<file path="config.mk">
export PLATFORM = sky130hd
export DESIGN_NAME = tracker_tick_row_sequencer_flat
export DESIGN_NICKNAME = d
export VERILOG_FILES = /design/src/rtl/core/tts_pkg.sv /design/src/rtl/core/tts_if.sv /design/src/rtl/core/tts_update.sv /design/src/rtl/core/tracker_tick_row_sequencer.sv /design/src/flat_wrapper.sv
export SDC_FILE = /design/constraint.sdc
export NUM_CORES = 1
export LEC_CHECK = 0
export BUFFER_PORTS_ARGS = -buffer_cell sky130_fd_sc_hd__buf_2
export CAP_MARGIN = 20
export CORE_MARGIN = 1
export CORE_UTILIZATION = 35
export CTS_CLUSTER_DIAMETER = 50
export CTS_CLUSTER_SIZE = 8
export DETAILED_ROUTE_END_ITERATION = 16
export SKIP_LAST_GASP = 1
export SLEW_MARGIN = 20
export SYNTH_ARGS = -nofsm -noshare
export SYNTH_HDL_FRONTEND = slang
export SYNTH_HIERARCHICAL = 1
export SYNTH_SLANG_ARGS = --single-unit
</file>
<file path="constraint.sdc">
create_clock -name clk -period 10.7 [get_ports clk]
set_input_delay 3.21 -clock clk [delete_from_list [all_inputs] [get_ports clk]]
set_output_delay 3.21 -clock clk [all_outputs]
set_load 0.02 [all_outputs]
</file>
<file path="src/rtl/core/tts_pkg.sv">
// ----------------------------------------------------------------------------
// tts_pkg
// Types, codes and restore values shared by the tick row sequencer files.
// ----------------------------------------------------------------------------
package tts_pkg;

  typedef enum logic [1:0] {
    ACT_TICK  = 2'd0,
    ACT_IDLE  = 2'd1,
    ACT_ARMED = 2'd2,
    ACT_JUMP  = 2'd3
  } tts_action_t;

  typedef enum logic [1:0] {
    REG_ROW_LIMIT   = 2'd0,
    REG_STEP_LIMIT  = 2'd1,
    REG_LOOP_STEP   = 2'd2,
    REG_STOP_AT_END = 2'd3
  } tts_reg_t;

  localparam int unsigned CfgIndexWidth = 2;
  localparam int unsigned CfgDataWidth  = 16;

  localparam logic [15:0] ROW_LIMIT_RESET  = 16'd64;
  localparam logic [15:0] STEP_LIMIT_RESET = 16'd1;
  localparam logic [15:0] LOOP_STEP_RESET  = 16'd0;

  localparam logic [15:0] STEP_RESTORE  = 16'hFFFF;
  localparam logic [15:0] ROW_RESTORE   = 16'h4E20;
  localparam logic [15:0] SPEED_RESTORE = 16'd6;
  localparam logic [7:0]  HOLD_ARMED    = 8'd2;

  typedef struct packed {
    logic [15:0] row_limit;
    logic [15:0] step_limit;
    logic [15:0] loop_step;
    logic        stop_at_end;
  } tts_cfg_t;

  typedef struct packed {
    logic [31:0] last_tick;
    logic        armed;
    logic [7:0]  hold_count;
    logic [15:0] step_count;
    logic [15:0] row_count;
    logic [15:0] speed_word;
    logic [7:0]  tick_count;
    logic        advanced;
    logic        wrapped;
    logic        song_end;
    logic        jump_pending;
  } tts_state_t;

  typedef struct packed {
    logic        row_advanced;
    logic        row_wrapped;
    logic        song_end;
    logic [15:0] row;
    logic [15:0] step;
    logic [15:0] speed;
    logic [7:0]  tick_countdown;
    logic [7:0]  hold_countdown;
    logic        armed;
  } tts_result_t;

  function automatic tts_state_t tts_restore(input tts_state_t s);
    tts_state_t r;
    r              = s;
    r.step_count   = STEP_RESTORE;
    r.row_count    = ROW_RESTORE;
    r.speed_word   = SPEED_RESTORE;
    r.tick_count   = 8'd0;
    r.advanced     = 1'b0;
    r.wrapped      = 1'b0;
    r.jump_pending = 1'b0;
    return r;
  endfunction

  function automatic tts_state_t tts_state_reset();
    tts_state_t r;
    r            = '0;
    r            = tts_restore(r);
    return r;
  endfunction

endpackage

</file>
<file path="src/rtl/core/tts_if.sv">
// ----------------------------------------------------------------------------
// tts_if
// Request and result channels of the tick row sequencer.
// ----------------------------------------------------------------------------
interface tts_tick_if;
  logic        valid;
  logic        ready;
  logic [1:0]  action;
  logic [31:0] tick_id;

  modport source (output valid, output action, output tick_id, input ready);
  modport sink (input valid, input action, input tick_id, output ready);
endinterface

interface tts_result_if;
  logic        valid;
  logic        ready;
  logic        row_advanced;
  logic        row_wrapped;
  logic        song_end;
  logic [15:0] row;
  logic [15:0] step;
  logic [15:0] speed;
  logic [7:0]  tick_countdown;
  logic [7:0]  hold_countdown;
  logic        armed;

  modport source (
    output valid, output row_advanced, output row_wrapped, output song_end,
    output row, output step, output speed, output tick_countdown,
    output hold_countdown, output armed, input ready
  );
  modport sink (
    input valid, input row_advanced, input row_wrapped, input song_end,
    input row, input step, input speed, input tick_countdown,
    input hold_countdown, input armed, output ready
  );
endinterface

</file>
<file path="src/rtl/core/tts_update.sv">
// ----------------------------------------------------------------------------
// tts_update
// Next sequencer state for one request: resets, jump arming and tick rows.
// ----------------------------------------------------------------------------
module tts_update
  import tts_pkg::*;
(
  input  tts_state_t  cur,
  input  tts_cfg_t    cfg,
  input  logic [1:0]  action,
  input  logic [31:0] tick_id,
  output tts_state_t  nxt
);

  tts_action_t act;
  logic        row_tick;
  logic [15:0] row_adv;
  logic [15:0] speed_sw;
  logic [15:0] step_inc;
  logic        row_at_limit;
  logic        step_at_limit;
  tts_state_t  t;

  assign act      = tts_action_t'(action);
  assign row_tick = (cur.speed_word[7:0] != 8'd0) && (cur.tick_count == 8'd0);
  assign row_adv  = cur.jump_pending ? cfg.row_limit : cur.row_count + 16'd1;
  // swing: swap the speed bytes whenever the alternate byte is set
  assign speed_sw = (cur.speed_word[15:8] != 8'd0) ?
                    {cur.speed_word[7:0], cur.speed_word[15:8]} : cur.speed_word;
  assign step_inc = cur.step_count + 16'd1;
  // signed counter against unsigned limit: negative never reaches it
  assign row_at_limit  = !row_adv[15] && (row_adv >= cfg.row_limit);
  assign step_at_limit = !step_inc[15] && (step_inc >= cfg.step_limit);

  always_comb begin
    t = cur;
    if (row_tick) begin
      t.jump_pending = 1'b0;
      t.row_count    = row_adv;
      t.speed_word   = speed_sw;
      t.tick_count   = speed_sw[7:0] - 8'd1;
      if (row_at_limit) begin
        t.row_count  = 16'd0;
        t.wrapped    = 1'b1;
        t.step_count = step_inc;
        if (step_at_limit) begin
          if (cfg.stop_at_end) begin
            t.armed      = 1'b0;
            t.speed_word = 16'd0;
          end
          t.song_end   = 1'b1;
          t.step_count = cfg.loop_step;
        end
      end else begin
        t.wrapped = 1'b0;
      end
      t.advanced = 1'b1;
    end else begin
      t.tick_count = cur.tick_count - 8'd1;
      t.advanced   = 1'b0;
    end
    if (t.speed_word[7:0] == 8'd0) begin
      t.song_end = 1'b1;
    end
    t.last_tick = tick_id;
    if (cur.hold_count != 8'd0) begin
      t.hold_count = cur.hold_count - 8'd1;
    end

    case (act)
      ACT_TICK: begin
        if ((cur.last_tick != tick_id) && cur.armed) begin
          nxt = t;
        end else begin
          nxt = cur;
        end
      end
      ACT_IDLE: begin
        nxt = tts_state_reset();
      end
      ACT_ARMED: begin
        nxt            = tts_restore(cur);
        nxt.hold_count = HOLD_ARMED;
        nxt.armed      = 1'b1;
      end
      ACT_JUMP: begin
        nxt              = cur;
        nxt.jump_pending = 1'b1;
      end
      default: begin
        nxt = cur;
      end
    endcase
  end

endmodule

</file>
<file path="src/rtl/core/tracker_tick_row_sequencer.sv">
// ----------------------------------------------------------------------------
// tracker_tick_row_sequencer
// Tick driven row and step sequencer with swing, one request per cycle while the result queue has room.
// ----------------------------------------------------------------------------
// an accepted request is held in the input stage register, then its result is written to the result queue and offered
// throughput: one request per cycle while the result queue is not full; the state update sits in one stage
// a two-entry result queue keeps requests flowing while results are stalled, until it is full
// reset: rst clears the stage and queue, restores counters and loads the
// register defaults (row limit 64, step limit 1, loop step 0, no stop)
module tracker_tick_row_sequencer
  import tts_pkg::*;
(
  input  logic                     clk,
  input  logic                     rst,
  tts_tick_if.sink                 tick,
  tts_result_if.source             result,
  input  logic                     wr_en,
  input  logic [CfgIndexWidth-1:0] wr_index,
  input  logic [CfgDataWidth-1:0]  wr_data
);

  tts_cfg_t    cfg;
  tts_state_t  st;
  tts_state_t  st_next;

  logic        s1_valid;
  logic [1:0]  s1_action;
  logic [31:0] s1_tick_id;
  logic        s1_go;

  tts_result_t q0;
  tts_result_t q1;
  logic [1:0]  q_cnt;
  logic        push;
  logic        pop;
  logic [1:0]  wr_slot;
  tts_result_t res_new;

  // configuration registers
  always_ff @(posedge clk) begin
    if (rst) begin
      cfg.row_limit   <= ROW_LIMIT_RESET;
      cfg.step_limit  <= STEP_LIMIT_RESET;
      cfg.loop_step   <= LOOP_STEP_RESET;
      cfg.stop_at_end <= 1'b0;
    end else if (wr_en) begin
      case (tts_reg_t'(wr_index))
        REG_ROW_LIMIT:   cfg.row_limit   <= wr_data;
        REG_STEP_LIMIT:  cfg.step_limit  <= wr_data;
        REG_LOOP_STEP:   cfg.loop_step   <= wr_data;
        REG_STOP_AT_END: cfg.stop_at_end <= wr_data[0];
        default: begin
        end
      endcase
    end
  end

  // input stage
  assign s1_go      = s1_valid && (q_cnt != 2'd2);
  assign tick.ready = !s1_valid || s1_go;

  always_ff @(posedge clk) begin
    if (rst) begin
      s1_valid <= 1'b0;
    end else if (tick.ready) begin
      s1_valid <= tick.valid;
    end
  end

  always_ff @(posedge clk) begin
    if (tick.valid && tick.ready) begin
      s1_action  <= tick.action;
      s1_tick_id <= tick.tick_id;
    end
  end

  tts_update u_update (
    .cur     (st),
    .cfg     (cfg),
    .action  (s1_action),
    .tick_id (s1_tick_id),
    .nxt     (st_next)
  );

  always_ff @(posedge clk) begin
    if (rst) begin
      st <= tts_state_reset();
    end else if (s1_go) begin
      st <= st_next;
    end
  end

  always_comb begin
    res_new.row_advanced   = st_next.advanced;
    res_new.row_wrapped    = st_next.wrapped;
    res_new.song_end       = st_next.song_end;
    res_new.row            = st_next.row_count;
    res_new.step           = st_next.step_count;
    res_new.speed          = st_next.speed_word;
    res_new.tick_countdown = st_next.tick_count;
    res_new.hold_countdown = st_next.hold_count;
    res_new.armed          = st_next.armed;
  end

  // result queue, head in q0
  assign push    = s1_go;
  assign pop     = result.valid && result.ready;
  assign wr_slot = q_cnt - {1'b0, pop};

  always_ff @(posedge clk) begin
    if (rst) begin
      q_cnt <= 2'd0;
    end else begin
      q_cnt <= q_cnt + {1'b0, push} - {1'b0, pop};
    end
  end

  always_ff @(posedge clk) begin
    if (pop) begin
      q0 <= q1;
    end
    if (push) begin
      if (wr_slot == 2'd0) begin
        q0 <= res_new;
      end else begin
        q1 <= res_new;
      end
    end
  end

  assign result.valid          = (q_cnt != 2'd0);
  assign result.row_advanced   = q0.row_advanced;
  assign result.row_wrapped    = q0.row_wrapped;
  assign result.song_end       = q0.song_end;
  assign result.row            = q0.row;
  assign result.step           = q0.step;
  assign result.speed          = q0.speed;
  assign result.tick_countdown = q0.tick_countdown;
  assign result.hold_countdown = q0.hold_countdown;
  assign result.armed          = q0.armed;

endmodule
</file>
<file path="src/flat_wrapper.sv">
// flat-port wrapper written by rule: the top's interface ports become plain ports
module tracker_tick_row_sequencer_flat import tts_pkg::*;
  (clk, rst, wr_en, wr_index, wr_data, tick_valid, tick_action, tick_tick_id, tick_ready, result_valid, result_row_advanced, result_row_wrapped, result_song_end, result_row, result_step, result_speed, result_tick_countdown, result_hold_countdown, result_armed, result_ready);
  tts_tick_if tick_i ();
  tts_result_if result_i ();
  input  logic clk;
  input  logic rst;
  input  logic wr_en;
  input  logic [CfgIndexWidth-1:0] wr_index;
  input  logic [CfgDataWidth-1:0] wr_data;
  input wire logic [$bits(tick_i.valid)-1:0] tick_valid;
  input wire logic [$bits(tick_i.action)-1:0] tick_action;
  input wire logic [$bits(tick_i.tick_id)-1:0] tick_tick_id;
  output wire logic [$bits(tick_i.ready)-1:0] tick_ready;
  output wire logic [$bits(result_i.valid)-1:0] result_valid;
  output wire logic [$bits(result_i.row_advanced)-1:0] result_row_advanced;
  output wire logic [$bits(result_i.row_wrapped)-1:0] result_row_wrapped;
  output wire logic [$bits(result_i.song_end)-1:0] result_song_end;
  output wire logic [$bits(result_i.row)-1:0] result_row;
  output wire logic [$bits(result_i.step)-1:0] result_step;
  output wire logic [$bits(result_i.speed)-1:0] result_speed;
  output wire logic [$bits(result_i.tick_countdown)-1:0] result_tick_countdown;
  output wire logic [$bits(result_i.hold_countdown)-1:0] result_hold_countdown;
  output wire logic [$bits(result_i.armed)-1:0] result_armed;
  input wire logic [$bits(result_i.ready)-1:0] result_ready;
  assign tick_i.valid = tick_valid;
  assign tick_i.action = tick_action;
  assign tick_i.tick_id = tick_tick_id;
  assign tick_ready = tick_i.ready;
  assign result_valid = result_i.valid;
  assign result_row_advanced = result_i.row_advanced;
  assign result_row_wrapped = result_i.row_wrapped;
  assign result_song_end = result_i.song_end;
  assign result_row = result_i.row;
  assign result_step = result_i.step;
  assign result_speed = result_i.speed;
  assign result_tick_countdown = result_i.tick_countdown;
  assign result_hold_countdown = result_i.hold_countdown;
  assign result_armed = result_i.armed;
  assign result_i.ready = result_ready;
  tracker_tick_row_sequencer u_core (.clk(clk), .rst(rst), .tick(tick_i), .result(result_i), .wr_en(wr_en), .wr_index(wr_index), .wr_data(wr_data));
endmodule
</file>
* Word level (Yosys, flattened, before mapping)
Cells that the tools add are included.
Operators by class: add/subtract/negate cells 8, multipliers 0, div/mod/pow operators 0, order comparisons 2, equality and inequality tests 10, shift operators 0, mux-type cells 23, bitwise gates (word level) 3, reduce and logical (&&, ||, !) cells 27
Operators with widths (count):
- $pmux W101 S4 | 1
- $mux W68 | 3
- $mux W101 | 1
- $mux W48 | 2
- $mux W16 | 5
- $add A16 B1 Y16 const B | 2
- $ge A16 B16 Y1 | 2
- $ne A32 B32 Y1 | 1
- $reduce_bool A8 Y1 | 3
- $sub A8 B1 Y8 const B | 3
- $logic_not A8 Y1 | 2
- $reduce_and A2 Y1 | 5
- $mux W9 | 1
- $eq A2 B2 Y1 const B | 4
- $mux W1 | 8
- $mux W8 | 1
- $logic_and A1 B1 Y1 | 7
- $logic_not A2 Y1 | 3
- $ne A2 B2 Y1 const B | 3
- $eq A2 B1 Y1 const B | 2
- $reduce_and A4 Y1 | 1
- $sub A2 B1 Y2 | 2
- $logic_not A1 Y1 | 3
- $mux W3 | 1
- other kinds (5) | 7
Storage, ports and cells: register bits after elaboration 323, latch bits 0, bits in writable memories 0, ROM bits 0, input port bits 57, memories 0

* Depth between registers and ports, before layout
word-level depth 12, gate-level depth with buffers 18, gate-level depth less buffers 16

* By module
The synthesis kept the hierarchy.
Modules (own cells, without submodules):
- tracker_tick_row_sequencer | times used 1, cells each 996, area an instance 12280.5 sq um
- tts_update | times used 1, cells each 637, area an instance 4191.5 sq um

* Worst setup path after synthesis
OpenSTA, ideal clock, no wires.
path kind input-to-reg, start input result_ready, end register u_core/q1[0] (netlist name), enable pin, setup time 0.596 ns, data arrival time 8.246 ns, required time 10.104 ns, path slack 1.858 ns, stages on the path 1, path through a211oi_1
Between the ends: longest elaborated chain between the ends 5
Ends and longest elaborated chain:
- start, declared | RTL line flat_wrapper.sv:25 | input wire logic [$bits(result_i.ready)-1:0] result_ready;
- $logic_and A1 B1 Y1 | RTL line tracker_tick_row_sequencer.sv:107 | assign pop = result.valid && result.ready;
- $sub A2 B1 Y2 | RTL line tracker_tick_row_sequencer.sv:108 | assign wr_slot = q_cnt - {1'b0, pop};
- $logic_not A2 Y1 | RTL line tracker_tick_row_sequencer.sv:123 | if (wr_slot == 2'd0) begin
- $not A1 Y1 (no source line)
- $reduce_and A2 Y1 (no source line)
- end signal, assigned | RTL line tracker_tick_row_sequencer.sv:126 | q1 <= res_new;
- end, declared | RTL line tracker_tick_row_sequencer.sv:32 | tts_result_t q1;
No other way between the ends. A chain may end at the register's enable or synchronous reset.

* Final worst setup path
start register u_core.q_cnt[1], end output tick_ready
Between the ends: longest elaborated chain between the ends 3
Ends and longest elaborated chain:
- start, declared | RTL line tracker_tick_row_sequencer.sv:33 | logic [1:0] q_cnt;
- start signal, assigned | RTL line tracker_tick_row_sequencer.sv:114 | q_cnt <= q_cnt + {1'b0, push} - {1'b0, pop};
- $ne A2 B2 Y1 | RTL line tracker_tick_row_sequencer.sv:59 | assign s1_go = s1_valid && (q_cnt != 2'd2);
- $logic_and A1 B1 Y1 | RTL line tracker_tick_row_sequencer.sv:59
- $logic_or A1 B1 Y1 | RTL line tracker_tick_row_sequencer.sv:60 | assign tick.ready = !s1_valid || s1_go;
- end, declared | RTL line flat_wrapper.sv:14 | output wire logic [$bits(tick_i.ready)-1:0] tick_ready;
No other way between the ends.

==> metrics.yaml <==
critical_path:
  crit_required_ns: 7.49
  cp-end-kind: "output pin"
  crit_family: "buffers and inverters"
  path_buf_inv: 2
  cp_max_fo: 80
  timing.rr.start: "u_core/st[46]$_SDFFE_PP1N_"
  worst_ep_arrival_time_ns: 2.28
  reg2reg_depth: 15
  start_kind: "register"
  rrSetupSlack_ns: 5.62
  crit_path_top_delay_cell: "buf_4"
  crit_chain: "nor2b_4 -> buf_4 -> nand2_1 -> buf_2"
  worst-path-stages: 4
  path_class: "reg -> out"
  critical-path-max-stage-delay_ns: 0.62
  reg2reg_to: "u_core/st[56]$_SDFFE_PP1N_"
sta:
  fmax_ghz: 0.182
  fin_skew_ns: 0.0199
  totalNegativeSetupSlack_ns: 0
  worstMarginPinSlew_ns: 1.08
  max_slew_margin: 0.279
  setup_viol: 0
  finalMaxSlewViolations: 0
  finalCritPeriodShare: 0.513
  final_hold_viol_count: 0
  rsz0062_at_grt: "no"
  period_minus_slack_ns: 5.49
yosys:
  synth-seq-cells: 323
  syn_inst: 1633
  synthArstFlopShare: 0
  syn_avg_cell_area_sq_um: 10.1
  synth_edf_count: 102
  syn_nets: 1728
  synth_flop_cell: "dfxtp_1"
  ys_seq_area_frac: 0.455
  yosysUniqueCellTypes: 78
  ys_warn_count: 6
  synth_area_sq_mm: 0.0165
floorplan:
  std_cell_rows: 79
  num_io_pins: 127
  start_util: 0.355
  die-width_um: 219
  die_h_um: 219
  core_sq_mm: 0.0465
  dieArea_sq_mm: 0.0479
pwr:
  max-vdd-ir-drop_v: 0.000112
  leakagePower_nw: 7.20
  p_per_area_mw_per_mm2: 233
grt:
  use_met1: 0.246
  grtUsageTotal: 0.186
  use_met2: 0.296
  met3_usage: 0.0385
  antenna_found_initial: 3
  gr-total-overflow: 0
  grt_pass1_vias: 12446
  grt_first_pass_wirelength_mm: 70.7
  grt_max_degree: 95
  grt-busiest-layer: "met2"
clocking:
  cts.sinks: 323
  cts_resized: 0
  cts_max_level: 2
  insertion_delay_ns: 0.57
  cts_tree: "yes"
  clockRootBuffer: "clkbuf_16"
  hold_buffers: 0
  clock_path_buffers: 3
  clk_pin_slew_ns: 0.05
  post_cts_buffers: 0
  cts_buffers: 48
detailed_routing:
  via_per_inst: 5.47
  first_pass_iters: 5
  drt_wl_total_mm: 45.1
  post_drt_wl_per_cell_um: 19.2
  vias: 12886
  drc: 0
  antenna_left: 0
  dr.first_iter.drc_count: 829
layout:
  layout-drive-gt1-share: 0.208
  final_nets: 1804
  area_delta_synth_final_pct: 14.6
  stdcell_area_sq_mm: 0.0189
  filler_cell_count: 4529
placed_design:
  place.gp.congestion: 0.919
  port_buffers: 126
  place_area_sq_mm: 0.0174
  hpwl_mm: 29.6
min_path:
  hold_path_depth: 2
  min_from: "u_core/cfg[11]$_SDFFE_PP0P_"
  hold_path_class: "reg -> reg"
  whs_endpoint: "u_core/cfg[11]$_SDFFE_PP0P_"
run:
  drv_cap: 0
status:
  status: "finished, final reports clean"
report_power, final:
part | leakage (nW) | internal (W) | switching, W
Combinational | 3.77 | 0.000647 | 0.000762
Clock | 0.691 | 0.000880 | 0.000551
Sequential | 2.74 | 0.00144 | 0.000130
cell usage after synthesis (7+ instances only):
library cell | number | area, sq um
edfxtp_1 | 102 | 3060
mux2_4 | 127 | 1910
and3_1 | 32 | 200
mux2i_1 | 18 | 180
a211o_1 | 24 | 210
ha_1 | 38 | 475
buf_6 | 12 | 135
a211oi_1 | 8 | 60.1
nand4_1 | 15 | 93.8
xor2_1 | 15 | 131
a22o_1 | 35 | 307
inv_1 | 51 | 191
dfxtp_1 | 221 | 4420
a32o_1 | 9 | 90.1
buf_2 | 20 | 100
xnor2_1 | 49 | 429
a21oi_1 | 163 | 816
o31ai_1 | 7 | 52.6
a31oi_1 | 11 | 68.8
o22ai_1 | 9 | 56.3
nor2_1 | 36 | 135
a221oi_1 | 7 | 61.3
nand3_1 | 104 | 521
clkbuf_1 | 68 | 255
nand2_1 | 172 | 646
o211ai_1 | 9 | 67.6
nor3_1 | 27 | 135
o21ai_0 | 117 | 586
buf_1 | 7 | 26.3
mux2_2 | 10 | 113
nor4_1 | 7 | 43.8
area by class of cell:
cell class              count  area, sq um  share of cell area
repair buffers            142          753              0.0399
multi-input cells        1142         8240               0.436
flip-flops and latches    323         7490               0.397
clock inverters             6         88.8             0.00470
well taps                 607          759              0.0402
inverters                  52          195              0.0103
clock buffers              80         1350              0.0716
diodes                      2         5.00            0.000265
through the flow:
| stage | hold WS (ns) | util | instances | worst slack [ns] | total power, W |
|---|---|---|---|---|---|
| final | 0.452 | 0.406 | 2354 | 5.21 | 0.00441 |
| after global routing | 0.472 | 0.406 | 2352 | 5.00 | 0.00463 |
| after CTS | 0.454 | 0.406 | 2352 | 5.14 | 0.00446 |
| after detailed placement | 0.447 | 0.375 | 2266 | 4.94 | 0.00300 |
| after global placement | 0.442 | 0.375 | 2266 | 4.93 | 0.00297 |
| after floorplan | 0.432 | - | 1633 | 1.86 | 0.00264 |
cells in the final DEF, fill, tap and decap left out, types with 6 or more instances in the layout:
master and instances:
nand3b_1 6, a21oi_1 163, a221oi_1 7, xor2_1 15, a211oi_1 6, a211o_1 24
a32o_1 9, o31ai_1 7, or4_1 6, xnor2_1 49, nand4_1 15, edfxtp_1 102
a31oi_1 10, a2bb2oi_1 6, nor2_1 36, and3_1 32, ha_1 38, mux2_4 127
mux2_2 10, a22o_1 35, dfxtp_1 220, clkbuf_1 29, buf_2 125, a22oi_1 6
nand3_1 104, or3_1 6, mux2i_1 18, nor3_1 27, o21ai_0 117, nor4_1 7
clkbuf_16 48, buf_4 17, nand2_1 171, o211ai_1 9, inv_1 51, o22ai_1 9
how the worst max path moves through the flow:
stage	to	startpoint	slack (ns)
2_1_floorplan	u_core/q1[0]$_DFFE_PP_	result_ready	1.86
3_3_place_gp	u_core/q_cnt[1]$_SDFF_PP0_	result_ready	4.93
3_5_place_dp	u_core/q_cnt[1]$_SDFF_PP0_	result_ready	4.94
4_1_cts	tick_ready	u_core/q_cnt[1]$_SDFF_PP0_	5.14
5_1_grt	tick_ready	u_core/q_cnt[1]$_SDFF_PP0_	5.00
6_report	tick_ready	u_core/q_cnt[1]$_SDFF_PP0_	5.21
metal layers:
layer / vias up / part of all wire / wire (um)
li1: 6147 / - / -
met1: 6280 / 0.46 / 20600
met2: 377 / 0.46 / 20600
met3: 80 / 0.058 / 2640
met4: 2 / 0.030 / 1350
met5: - / 0.00029 / 13
cell families after synthesis:
family                     count (synthesis)  share of synthesized area
adders and majority gates                 38                     0.0289
AOI/OAI and AO/OA                        441                      0.170
DFF                                      323                      0.455
xor gates and xnor gates                  64                     0.0340
muxes                                    155                      0.134
buffers and inverters                    168                     0.0487
and+or+nand+nor                          444                      0.131
sequential cells by signal (all words and copies together), names as in the netlist, 2 cells and up:
register / cells
u_core/cfg: 49
u_core/q1: 68
u_core/q_cnt: 2
u_core/result.hold_countdown: 8
u_core/result.row: 16
u_core/result.speed: 16
u_core/result.step: 16
u_core/result.tick_countdown: 8
u_core/s1_action: 2
u_core/s1_tick_id: 32
u_core/st: 101
tightest hold or removal path, cell delays in order (launching register included):
cell and delay, ns:
dfxtp_1 0.30, nand2_1 0.05, a21oi_1 0.05
(Power assumes the default switching activity.)
